--- config.mk ---
export PLATFORM = sky130hd
export DESIGN_NAME = weighted_rgb_patch_ssd
export DESIGN_NICKNAME = d
export VERILOG_FILES = /design/src/sv/wrpssd_pkg.sv /design/src/sv/wrpssd_front.sv /design/src/sv/wrpssd_fifo.sv /design/src/sv/wrpssd_back.sv /design/src/sv/weighted_rgb_patch_ssd.sv
export VERILOG_INCLUDE_DIRS = /design/src /design/src/sv
export SDC_FILE = /design/constraint.sdc
export NUM_CORES = 2
export LEC_CHECK = 0
export ABC_AREA = 1
export BUFFER_PORTS_ARGS = -buffer_cell sky130_fd_sc_hd__buf_2
export CAP_MARGIN = 20
export CORE_MARGIN = 2
export CORE_UTILIZATION = 30
export DETAILED_ROUTE_END_ITERATION = 16
export SYNTH_ARGS = -nofsm -noshare
export SYNTH_HDL_FRONTEND = slang
export SYNTH_SLANG_ARGS = --single-unit
--- constraint.sdc ---
create_clock -name aclk -period 35.6 [get_ports aclk]
set_clock_uncertainty 0.15 [all_clocks]
set_input_delay 5.34 -clock aclk [delete_from_list [all_inputs] [get_ports aclk]]
set_output_delay 5.34 -clock aclk [all_outputs]
set_load 0.02 [all_outputs]
--- src/sv/weighted_rgb_patch_ssd_defines.svh ---
// Assertion macros shared by the weighted RGB patch SSD modules.
`ifndef WEIGHTED_RGB_PATCH_SSD_DEFINES_SVH
`define WEIGHTED_RGB_PATCH_SSD_DEFINES_SVH

// Same-cycle implication, disabled while reset is asserted.
`define WRPSSD_ASSERT_SAME(label, clk, rstn, ante, cons, msg) \
    label: assert property (@(posedge clk) disable iff (!rstn) (ante) |-> (cons)) \
        else $error(msg);

// Next-cycle implication, disabled while reset is asserted.
`define WRPSSD_ASSERT_NEXT(label, clk, rstn, ante, cons, msg) \
    label: assert property (@(posedge clk) disable iff (!rstn) (ante) |=> (cons)) \
        else $error(msg);

`endif

--- src/sv/wrpssd_pkg.sv ---
// Shared types and constants of the weighted RGB patch SSD block.
package wrpssd_pkg;

    // Field widths.
    localparam int CHAN_W     = 8;
    localparam int WEIGHT_W   = 16;
    localparam int SSQ_W      = 18;
    localparam int TERM_W     = WEIGHT_W + SSQ_W;
    localparam int ACC_W      = 44;
    localparam int RECIP_W    = 31;
    localparam int OUT_W      = 28;

    // Weight fraction bits and the resulting normalization shift.
    localparam int WEIGHT_FRAC_BITS = 12;
    localparam int NORM_SHIFT       = 32 + WEIGHT_FRAC_BITS - 8;

    // Split of the reciprocal into two partial products.
    localparam int RECIP_LO_W = 16;
    localparam int RECIP_HI_W = RECIP_W - RECIP_LO_W;
    localparam int PLO_W      = ACC_W + RECIP_LO_W;
    localparam int PHI_W      = ACC_W + RECIP_HI_W;
    localparam int MID_W      = 61;
    localparam int RES_LSB    = NORM_SHIFT - RECIP_LO_W;

    localparam logic [ACC_W-1:0]   ACC_MAX     = {ACC_W{1'b1}};
    localparam logic [OUT_W-1:0]   OUT_MAX     = {OUT_W{1'b1}};
    localparam logic [RECIP_W-1:0] RECIP_RESET = 31'd1431655765;
    localparam logic [MID_W-1:0]   ROUND_ONE   =
        {{(MID_W-1){1'b0}}, 1'b1} << (NORM_SHIFT - RECIP_LO_W - 1);

    // Depth of the queue between the front and back parts.
    localparam int FIFO_DEPTH = 4;

    // One classified pixel waiting for the multiply-accumulate.
    typedef struct packed {
        logic [SSQ_W-1:0]    ssq;
        logic [WEIGHT_W-1:0] weight;
        logic                last_pixel;
    } wrpssd_entry_t;

endpackage

--- src/sv/wrpssd_front.sv ---
// Front part: accepts pixel pairs and forms the sum of squared channel differences.
module wrpssd_front
    import wrpssd_pkg::*;
(
    input  logic                s_valid,
    output logic                s_ready,
    input  logic [CHAN_W-1:0]   s_ref_red,
    input  logic [CHAN_W-1:0]   s_ref_green,
    input  logic [CHAN_W-1:0]   s_ref_blue,
    input  logic [CHAN_W-1:0]   s_cand_red,
    input  logic [CHAN_W-1:0]   s_cand_green,
    input  logic [CHAN_W-1:0]   s_cand_blue,
    input  logic [WEIGHT_W-1:0] s_weight,
    input  logic                s_last_pixel,
    output logic                push_valid,
    input  logic                push_ready,
    output wrpssd_entry_t       push_entry
);

    logic [CHAN_W-1:0]   diff_red;
    logic [CHAN_W-1:0]   diff_green;
    logic [CHAN_W-1:0]   diff_blue;
    logic [2*CHAN_W-1:0] sq_red;
    logic [2*CHAN_W-1:0] sq_green;
    logic [2*CHAN_W-1:0] sq_blue;

    // Absolute channel differences.
    always_comb begin
        diff_red   = (s_ref_red >= s_cand_red) ? (s_ref_red - s_cand_red)
                                               : (s_cand_red - s_ref_red);
        diff_green = (s_ref_green >= s_cand_green) ? (s_ref_green - s_cand_green)
                                                   : (s_cand_green - s_ref_green);
        diff_blue  = (s_ref_blue >= s_cand_blue) ? (s_ref_blue - s_cand_blue)
                                                 : (s_cand_blue - s_ref_blue);
    end

    // Squares and their sum; the result is at most three times 255 squared.
    always_comb begin
        sq_red   = diff_red * diff_red;
        sq_green = diff_green * diff_green;
        sq_blue  = diff_blue * diff_blue;
        push_entry.ssq = SSQ_W'(sq_red) + SSQ_W'(sq_green) + SSQ_W'(sq_blue);
        push_entry.weight     = s_weight;
        push_entry.last_pixel = s_last_pixel;
    end

    // A transaction is taken whenever the queue has room.
    assign push_valid = s_valid;
    assign s_ready    = push_ready;

endmodule

--- src/sv/wrpssd_fifo.sv ---
// Small register queue between the front and back parts.
`include "weighted_rgb_patch_ssd_defines.svh"

module wrpssd_fifo
    import wrpssd_pkg::*;
(
    input  logic          aclk,
    input  logic          aresetn,
    input  logic          push_valid,
    output logic          push_ready,
    input  wrpssd_entry_t push_entry,
    output logic          pop_valid,
    input  logic          pop_ready,
    output wrpssd_entry_t pop_entry
);

    localparam int PTR_W = (FIFO_DEPTH > 1) ? $clog2(FIFO_DEPTH) : 1;
    localparam int CNT_W = $clog2(FIFO_DEPTH + 1);
    localparam logic [PTR_W-1:0] PTR_LAST  = PTR_W'(FIFO_DEPTH - 1);
    localparam logic [CNT_W-1:0] CNT_FULL  = CNT_W'(FIFO_DEPTH);

    wrpssd_entry_t    entry_reg [FIFO_DEPTH];
    logic [PTR_W-1:0] wr_ptr_reg;
    logic [PTR_W-1:0] rd_ptr_reg;
    logic [CNT_W-1:0] count_reg;
    logic             push;
    logic             pop;

    assign push_ready = (count_reg != CNT_FULL);
    assign pop_valid  = (count_reg != '0);
    assign pop_entry  = entry_reg[rd_ptr_reg];
    assign push       = push_valid && push_ready;
    assign pop        = pop_valid && pop_ready;

    // Pointers and fill count.
    always_ff @(posedge aclk) begin
        if (!aresetn) begin
            wr_ptr_reg <= '0;
            rd_ptr_reg <= '0;
            count_reg  <= '0;
        end else begin
            if (push) begin
                wr_ptr_reg <= (wr_ptr_reg == PTR_LAST) ? '0 : wr_ptr_reg + 1'b1;
            end
            if (pop) begin
                rd_ptr_reg <= (rd_ptr_reg == PTR_LAST) ? '0 : rd_ptr_reg + 1'b1;
            end
            if (push && !pop) begin
                count_reg <= count_reg + 1'b1;
            end else if (pop && !push) begin
                count_reg <= count_reg - 1'b1;
            end
        end
    end

    // Entry storage needs no reset.
    always_ff @(posedge aclk) begin
        if (push) begin
            entry_reg[wr_ptr_reg] <= push_entry;
        end
    end

    `WRPSSD_ASSERT_SAME(a_count_bound, aclk, aresetn, 1'b1, count_reg <= CNT_FULL,
        "queue fill count exceeds its depth")
    `WRPSSD_ASSERT_NEXT(a_count_up, aclk, aresetn, push && !pop,
        count_reg == $past(count_reg) + 1'b1, "queue count did not rise on a lone push")
    `WRPSSD_ASSERT_NEXT(a_count_down, aclk, aresetn, pop && !push,
        count_reg == $past(count_reg) - 1'b1, "queue count did not fall on a lone pop")

endmodule

--- src/sv/wrpssd_back.sv ---
// Back part: weighted multiply-accumulate and normalization of each finished patch.
`include "weighted_rgb_patch_ssd_defines.svh"

module wrpssd_back
    import wrpssd_pkg::*;
(
    input  logic               aclk,
    input  logic               aresetn,
    input  logic [RECIP_W-1:0] norm_recip,
    input  logic               pop_valid,
    output logic               pop_ready,
    input  wrpssd_entry_t      pop_entry,
    output logic               m_valid,
    input  logic               m_ready,
    output logic [OUT_W-1:0]   m_mean_loss
);

    typedef enum logic [1:0] {
        ST_RUN,
        ST_LO,
        ST_HI,
        ST_OUT
    } state_t;

    state_t            state_reg;
    logic              term_valid_reg;
    logic              term_last_reg;
    logic [TERM_W-1:0] term_reg;
    logic [TERM_W-1:0] term_next;
    logic [ACC_W-1:0]  acc_reg;
    logic [ACC_W-1:0]  acc_next;
    logic [ACC_W:0]    acc_sum;
    logic [ACC_W-1:0]  snap_reg;
    logic [PLO_W-1:0]  plo_reg;
    logic [PLO_W-1:0]  plo_next;
    logic [PHI_W-1:0]  phi_reg;
    logic [PHI_W-1:0]  phi_next;
    logic [MID_W-1:0]  mid_next;
    logic [OUT_W-1:0]  loss_next;
    logic              m_valid_reg;
    logic [OUT_W-1:0]  m_mean_loss_reg;
    logic              pop_fire;
    logic              out_load;

    // Pop only while accumulating, and not while a patch end is being taken.
    assign pop_ready = (state_reg == ST_RUN) && !(term_valid_reg && term_last_reg);
    assign pop_fire  = pop_ready && pop_valid;
    assign out_load  = (state_reg == ST_OUT) && (!m_valid_reg || m_ready);

    // Weighted term, saturating accumulate and the two partial products.
    always_comb begin
        term_next = pop_entry.weight * pop_entry.ssq;
        acc_sum   = {1'b0, acc_reg} + (ACC_W + 1)'(term_reg);
        acc_next  = acc_sum[ACC_W] ? ACC_MAX : acc_sum[ACC_W-1:0];
        plo_next  = snap_reg * norm_recip[RECIP_LO_W-1:0];
        phi_next  = snap_reg * norm_recip[RECIP_W-1:RECIP_LO_W];
    end

    // Round half up at the normalization shift and saturate to the output width.
    always_comb begin
        mid_next = MID_W'(phi_reg) + MID_W'(plo_reg[PLO_W-1:RECIP_LO_W]) + ROUND_ONE;
        if (mid_next[MID_W-1:RES_LSB+OUT_W] != '0) begin
            loss_next = OUT_MAX;
        end else begin
            loss_next = mid_next[RES_LSB+OUT_W-1:RES_LSB];
        end
    end

    // Sequencer, accumulator and output register.
    always_ff @(posedge aclk) begin
        if (!aresetn) begin
            state_reg      <= ST_RUN;
            term_valid_reg <= 1'b0;
            acc_reg        <= '0;
            m_valid_reg    <= 1'b0;
        end else begin
            term_valid_reg <= pop_fire;
            unique case (state_reg)
                ST_RUN: begin
                    if (term_valid_reg) begin
                        if (term_last_reg) begin
                            snap_reg  <= acc_next;
                            acc_reg   <= '0;
                            state_reg <= ST_LO;
                        end else begin
                            acc_reg <= acc_next;
                        end
                    end
                end
                ST_LO: begin
                    state_reg <= ST_HI;
                end
                ST_HI: begin
                    state_reg <= ST_OUT;
                end
                ST_OUT: begin
                    if (out_load) begin
                        state_reg <= ST_RUN;
                    end
                end
                default: begin
                    state_reg <= ST_RUN;
                end
            endcase
            if (out_load) begin
                m_valid_reg     <= 1'b1;
                m_mean_loss_reg <= loss_next;
            end else if (m_ready) begin
                m_valid_reg <= 1'b0;
            end
        end
    end

    // Datapath registers without reset.
    always_ff @(posedge aclk) begin
        if (pop_fire) begin
            term_reg      <= term_next;
            term_last_reg <= pop_entry.last_pixel;
        end
        if (state_reg == ST_LO) begin
            plo_reg <= plo_next;
        end
        if (state_reg == ST_HI) begin
            phi_reg <= phi_next;
        end
    end

    assign m_valid     = m_valid_reg;
    assign m_mean_loss = m_mean_loss_reg;

    `WRPSSD_ASSERT_SAME(a_pop_only_run, aclk, aresetn, pop_fire, state_reg == ST_RUN,
        "queue popped while a patch is being normalized")
    `WRPSSD_ASSERT_NEXT(a_clear_on_last, aclk, aresetn,
        (state_reg == ST_RUN) && term_valid_reg && term_last_reg,
        (acc_reg == '0) && (state_reg == ST_LO), "accumulator not cleared at patch end")
    `WRPSSD_ASSERT_NEXT(a_result_loaded, aclk, aresetn, out_load,
        m_valid_reg && (state_reg == ST_RUN), "patch result not presented after normalization")

endmodule

--- src/sv/weighted_rgb_patch_ssd.sv ---
// Top level of the weighted RGB patch sum-of-squared-differences block.
//
// Usage: the pixel feeder sends one transaction per pixel pair on the s_ channel
// (valid/ready): reference and candidate RGB, an unsigned Q4.12 weight, and a
// last_pixel mark on the final pixel of each patch. Every pixel adds
// weight * (dr^2 + dg^2 + db^2) to a saturating 44-bit accumulator. On a marked
// pixel the block emits one m_ channel transaction holding the mean loss,
// accumulator * norm_reciprocal rounded to 8 fraction bits and saturated to 28
// bits, and clears the accumulator. Unmarked pixels give no result.
// Throughput: one pixel per cycle into a four-entry queue while it has room; the
// back part takes one pixel per cycle while accumulating and stops popping on
// each patch end for the two partial products of the 44 x 31 bit normalization,
// then rounding and the load of the output register.
// On a patch end the result passes the term register, the accumulator snapshot,
// the low and high partial products and the output register, loaded once free.
// cfg_wr_en writes norm_reciprocal at once; write it only while the block is idle.
// Reset (aresetn low, synchronous) empties the queue, clears the accumulator and
// restores norm_reciprocal to 1431655765. When m_ready stays low the result holds
// in m_mean_loss; the next patch end waits, the queue fills and s_ready drops.
module weighted_rgb_patch_ssd
    import wrpssd_pkg::*;
(
    input  logic                aclk,
    input  logic                aresetn,
    input  logic                cfg_wr_en,
    input  logic [RECIP_W-1:0]  cfg_wr_data,
    input  logic                s_valid,
    output logic                s_ready,
    input  logic [CHAN_W-1:0]   s_ref_red,
    input  logic [CHAN_W-1:0]   s_ref_green,
    input  logic [CHAN_W-1:0]   s_ref_blue,
    input  logic [CHAN_W-1:0]   s_cand_red,
    input  logic [CHAN_W-1:0]   s_cand_green,
    input  logic [CHAN_W-1:0]   s_cand_blue,
    input  logic [WEIGHT_W-1:0] s_weight,
    input  logic                s_last_pixel,
    output logic                m_valid,
    input  logic                m_ready,
    output logic [OUT_W-1:0]    m_mean_loss
);

    logic [RECIP_W-1:0] norm_recip_reg;
    logic               push_valid;
    logic               push_ready;
    wrpssd_entry_t      push_entry;
    logic               pop_valid;
    logic               pop_ready;
    wrpssd_entry_t      pop_entry;

    // Normalization reciprocal register.
    always_ff @(posedge aclk) begin
        if (!aresetn) begin
            norm_recip_reg <= RECIP_RESET;
        end else if (cfg_wr_en) begin
            norm_recip_reg <= cfg_wr_data;
        end
    end

    // Front part: squared differences per pixel.
    wrpssd_front u_front (
        .s_valid      (s_valid),
        .s_ready      (s_ready),
        .s_ref_red    (s_ref_red),
        .s_ref_green  (s_ref_green),
        .s_ref_blue   (s_ref_blue),
        .s_cand_red   (s_cand_red),
        .s_cand_green (s_cand_green),
        .s_cand_blue  (s_cand_blue),
        .s_weight     (s_weight),
        .s_last_pixel (s_last_pixel),
        .push_valid   (push_valid),
        .push_ready   (push_ready),
        .push_entry   (push_entry)
    );

    // Queue decoupling the two parts.
    wrpssd_fifo u_fifo (
        .aclk       (aclk),
        .aresetn    (aresetn),
        .push_valid (push_valid),
        .push_ready (push_ready),
        .push_entry (push_entry),
        .pop_valid  (pop_valid),
        .pop_ready  (pop_ready),
        .pop_entry  (pop_entry)
    );

    // Back part: accumulation and normalization.
    wrpssd_back u_back (
        .aclk        (aclk),
        .aresetn     (aresetn),
        .norm_recip  (norm_recip_reg),
        .pop_valid   (pop_valid),
        .pop_ready   (pop_ready),
        .pop_entry   (pop_entry),
        .m_valid     (m_valid),
        .m_ready     (m_ready),
        .m_mean_loss (m_mean_loss)
    );

endmodule
==> flow_summary_export.csv <==
group,metric,value,unit
sta,fmax,0.06142,GHz
route,vias,64140,
logic_synthesis,synth_compound_area_share,5.497,%
critical_path,max_stage_delay,0.78,ns
cts,ctsHtreeMaxLevel,2,
sta,final.period_utilization,45.74,%
critical_path,criticalPathCategory,"input pin to flop",
floorplanning,dieArea,278900,sq um
logic_synthesis,async_flop_share,0,%
floorplanning,die_w,528.1,microns
logic_synthesis,syn_nets,12490,
route,drtAntennaViolNets,0,
logic_synthesis,synthCells,10330,
sta,maxSlewHeadroom,31.31,%
finish,area_growth,7.749,%
floorplanning,io_pins,131,
cts,cts_max_path_buffers,3,
logic_synthesis,seq_area_frac_synth,14.89,%
placement,dp_hpwl,174.5,mm
sta,tightestPinTransition,1.020,ns
finish,nets,12430,
sta,finalHoldViolCount,0,
logic_synthesis,synthAdderAreaFrac,44.73,%
cts,insertion_delay,0.66,ns
logic_synthesis,synth.distinct_cells,55,
global_route,antenna_found_initial,7,
sta,fin_crit,16.28,ns
finish,fillCellCount,29090,
run,max-cap-violations,0,
critical_path,end_kind,"flop",
finish,drive_gt1_share,5.105,%
outcome,outcome,"complete, no violations",
logic_synthesis,synth_top_family_by_area,"adder cells",
floorplanning,num_rows,192,
worst_hold_path,hp-class,"flop to flop",
sta,rsz0062_at_grt,"no",
logic_synthesis,synth-edff-count,350,
global_route,overflow,0,
floorplanning,start_util,30.15,%
route,viasPerCell,4.617,
logic_synthesis,muxShareOfSynthArea,0.02581,%
floorplanning,coreArea,273400,sq um
route,first_pass_iters,6,
logic_synthesis,syn-cell-area,82410,sq um
critical_path,cp.required,35.90,ns
cts,path_clk_slew,0.06,ns
sta,finalSetupViolCount,0,
route,post_drt_wl_per_cell,15.87,microns
sta,maxSlewViolCount,0,
cts,cts_tree,"built",
sta,finalSetupTns,0,ns
critical_path,cp_max_fo,12,
critical_path,start_kind,"input pin",
cts,ctsResizeCount,0,
cts,clk_root_buffer_cell,"clkbuf_16",
cts,postCtsHoldBufs,0,
critical_path,cp.arrival,16.58,ns
logic_synthesis,synth_xor_area_share,2.519,%
global_route,grt_max_degree,60,
logic_synthesis,yosys.area_share.simple,18.77,%
floorplanning,die_height,528.1,microns
logic_synthesis,synth_flop_cell,"edfxtp_1",
global_route,grt_first_pass_wirelength,360.8,mm
cts,cts_made_buffers,47,
placement,io_buffers,130,
route,routed_wl,220.5,mm
critical_path,critical_path.slowest_cell,"xor2_1",
global_route,grtUsageTotal,16.04,%
logic_synthesis,syn_avg_cell_area,7.978,sq um
cts,post_cts_buffers,0,
logic_synthesis,yosys_warnings,0,
logic_synthesis,ys_ff_latch,438,
placement,place.gp.congestion,0.9455,
finish,largest_register_ffs,140,
route,drtIter0Drc,3492,
global_route,grt_pass1_vias,67830,
route,drc,0,
cts,clock_sinks,438,
[metal layers]
layer  GRT usage, %  vias to the layer above  part of all wire, %
li1               -                    30440                    -
met1          20.78                    31640                   43
met2          28.03                     1667                   49
met3          1.953                      383                  5.3
met4          4.327                        8                  2.7
met5              0                        -                0.024
[path summary, 6_finish.rpt]
path	startpoint	to	slack, ns	cells past startpoint
max reg2reg	norm_recip_reg[5]	u_back.plo_reg[57]	27.78	24
min	norm_recip_reg[16]	norm_recip_reg[16]	0.30	2
min reg2reg	norm_recip_reg[16]	norm_recip_reg[16]	0.30	2
max	s_ref_red[5]	u_fifo.entry_reg[2][34]	19.32	45
[cell usage in the layout, fill, tap and decap left out, drive strengths merged, types with 20 or more instances in the layout]
cell / count
nor2: 631
nand4: 35
fa: 1475
nand2: 2821
clkbuf: 54
buf: 257
a21oi: 401
o21a: 20
edfxtp: 350
nand3: 242
or2: 28
nor3: 42
inv: 2589
o21ai: 157
clkinv: 31
a31oi: 77
xor2: 160
dfxtp: 88
a32oi: 34
xnor2: 77
ha: 586
[Yosys cell counts, types with 42 or more instances]
master | number | area share (%)
nand2_1 | 2781 | 13
buf_1 | 83 | 0.38
a31oi_1 | 77 | 0.58
nor3_1 | 42 | 0.26
o21ai_0 | 153 | 0.93
ha_1 | 586 | 8.9
xor2_1 | 160 | 1.7
xnor2_1 | 77 | 0.82
nor2_1 | 587 | 2.7
fa_1 | 1475 | 36
edfxtp_1 | 350 | 13
nand3_1 | 210 | 1.3
a21oi_1 | 400 | 2.4
clkbuf_1 | 285 | 1.3
inv_1 | 2570 | 12
dfxtp_1 | 88 | 2.1
[logic make-up (layout without fill, tap and decap cells)]
family | after synthesis | after routing
buf+inv | 2967 | 2940
fa+ha+maj | 2061 | 2061
compound gates | 791 | 791
other cells | 0 | 1
flops | 438 | 438
mux | 2 | 2
xor+xnor | 237 | 237
simple gates | 3834 | 3834
[critical path, delay by kind of cell]
kind	cells	cell delay [ns]
compound gates	11	2.29
buf+inv	11	0.72
simple gates	7	0.98
xor+xnor	3	1.21
fa+ha+maj	13	6.04
[final cells by class]
class	count	area [sq um]	share of cell area, %
clock inverter	34	409.1	0.4608
clock buffer	54	1234	1.389
multi-input combinational	6925	59030	66.47
timing repair buffer	257	1604	1.806
inverter	2595	9741	10.97
sequential	438	12290	13.84
tap	3589	4491	5.057
antenna	1	2.502	0.002818
[through the flow]
stage / instances / setup slack (ns) / hold slack [ns] / instance area, sq um / util, %
after floorplan: 10330 / 20.39 / 0.2953 / 82410 / -
after global placement: 13800 / 18.68 / 0.2866 / 87150 / 31.88
after detailed placement: 13800 / 18.64 / 0.2861 / 87150 / 31.88
after CTS: 13890 / 19.30 / 0.3017 / 88800 / 32.48
after global routing: 13890 / 18.56 / 0.3135 / 88800 / 32.48
final: 13890 / 19.32 / 0.3033 / 88800 / 32.48
Power is not shown: default switching activity piles up to over one toggle a cycle in this logic, so the estimate is an artifact.
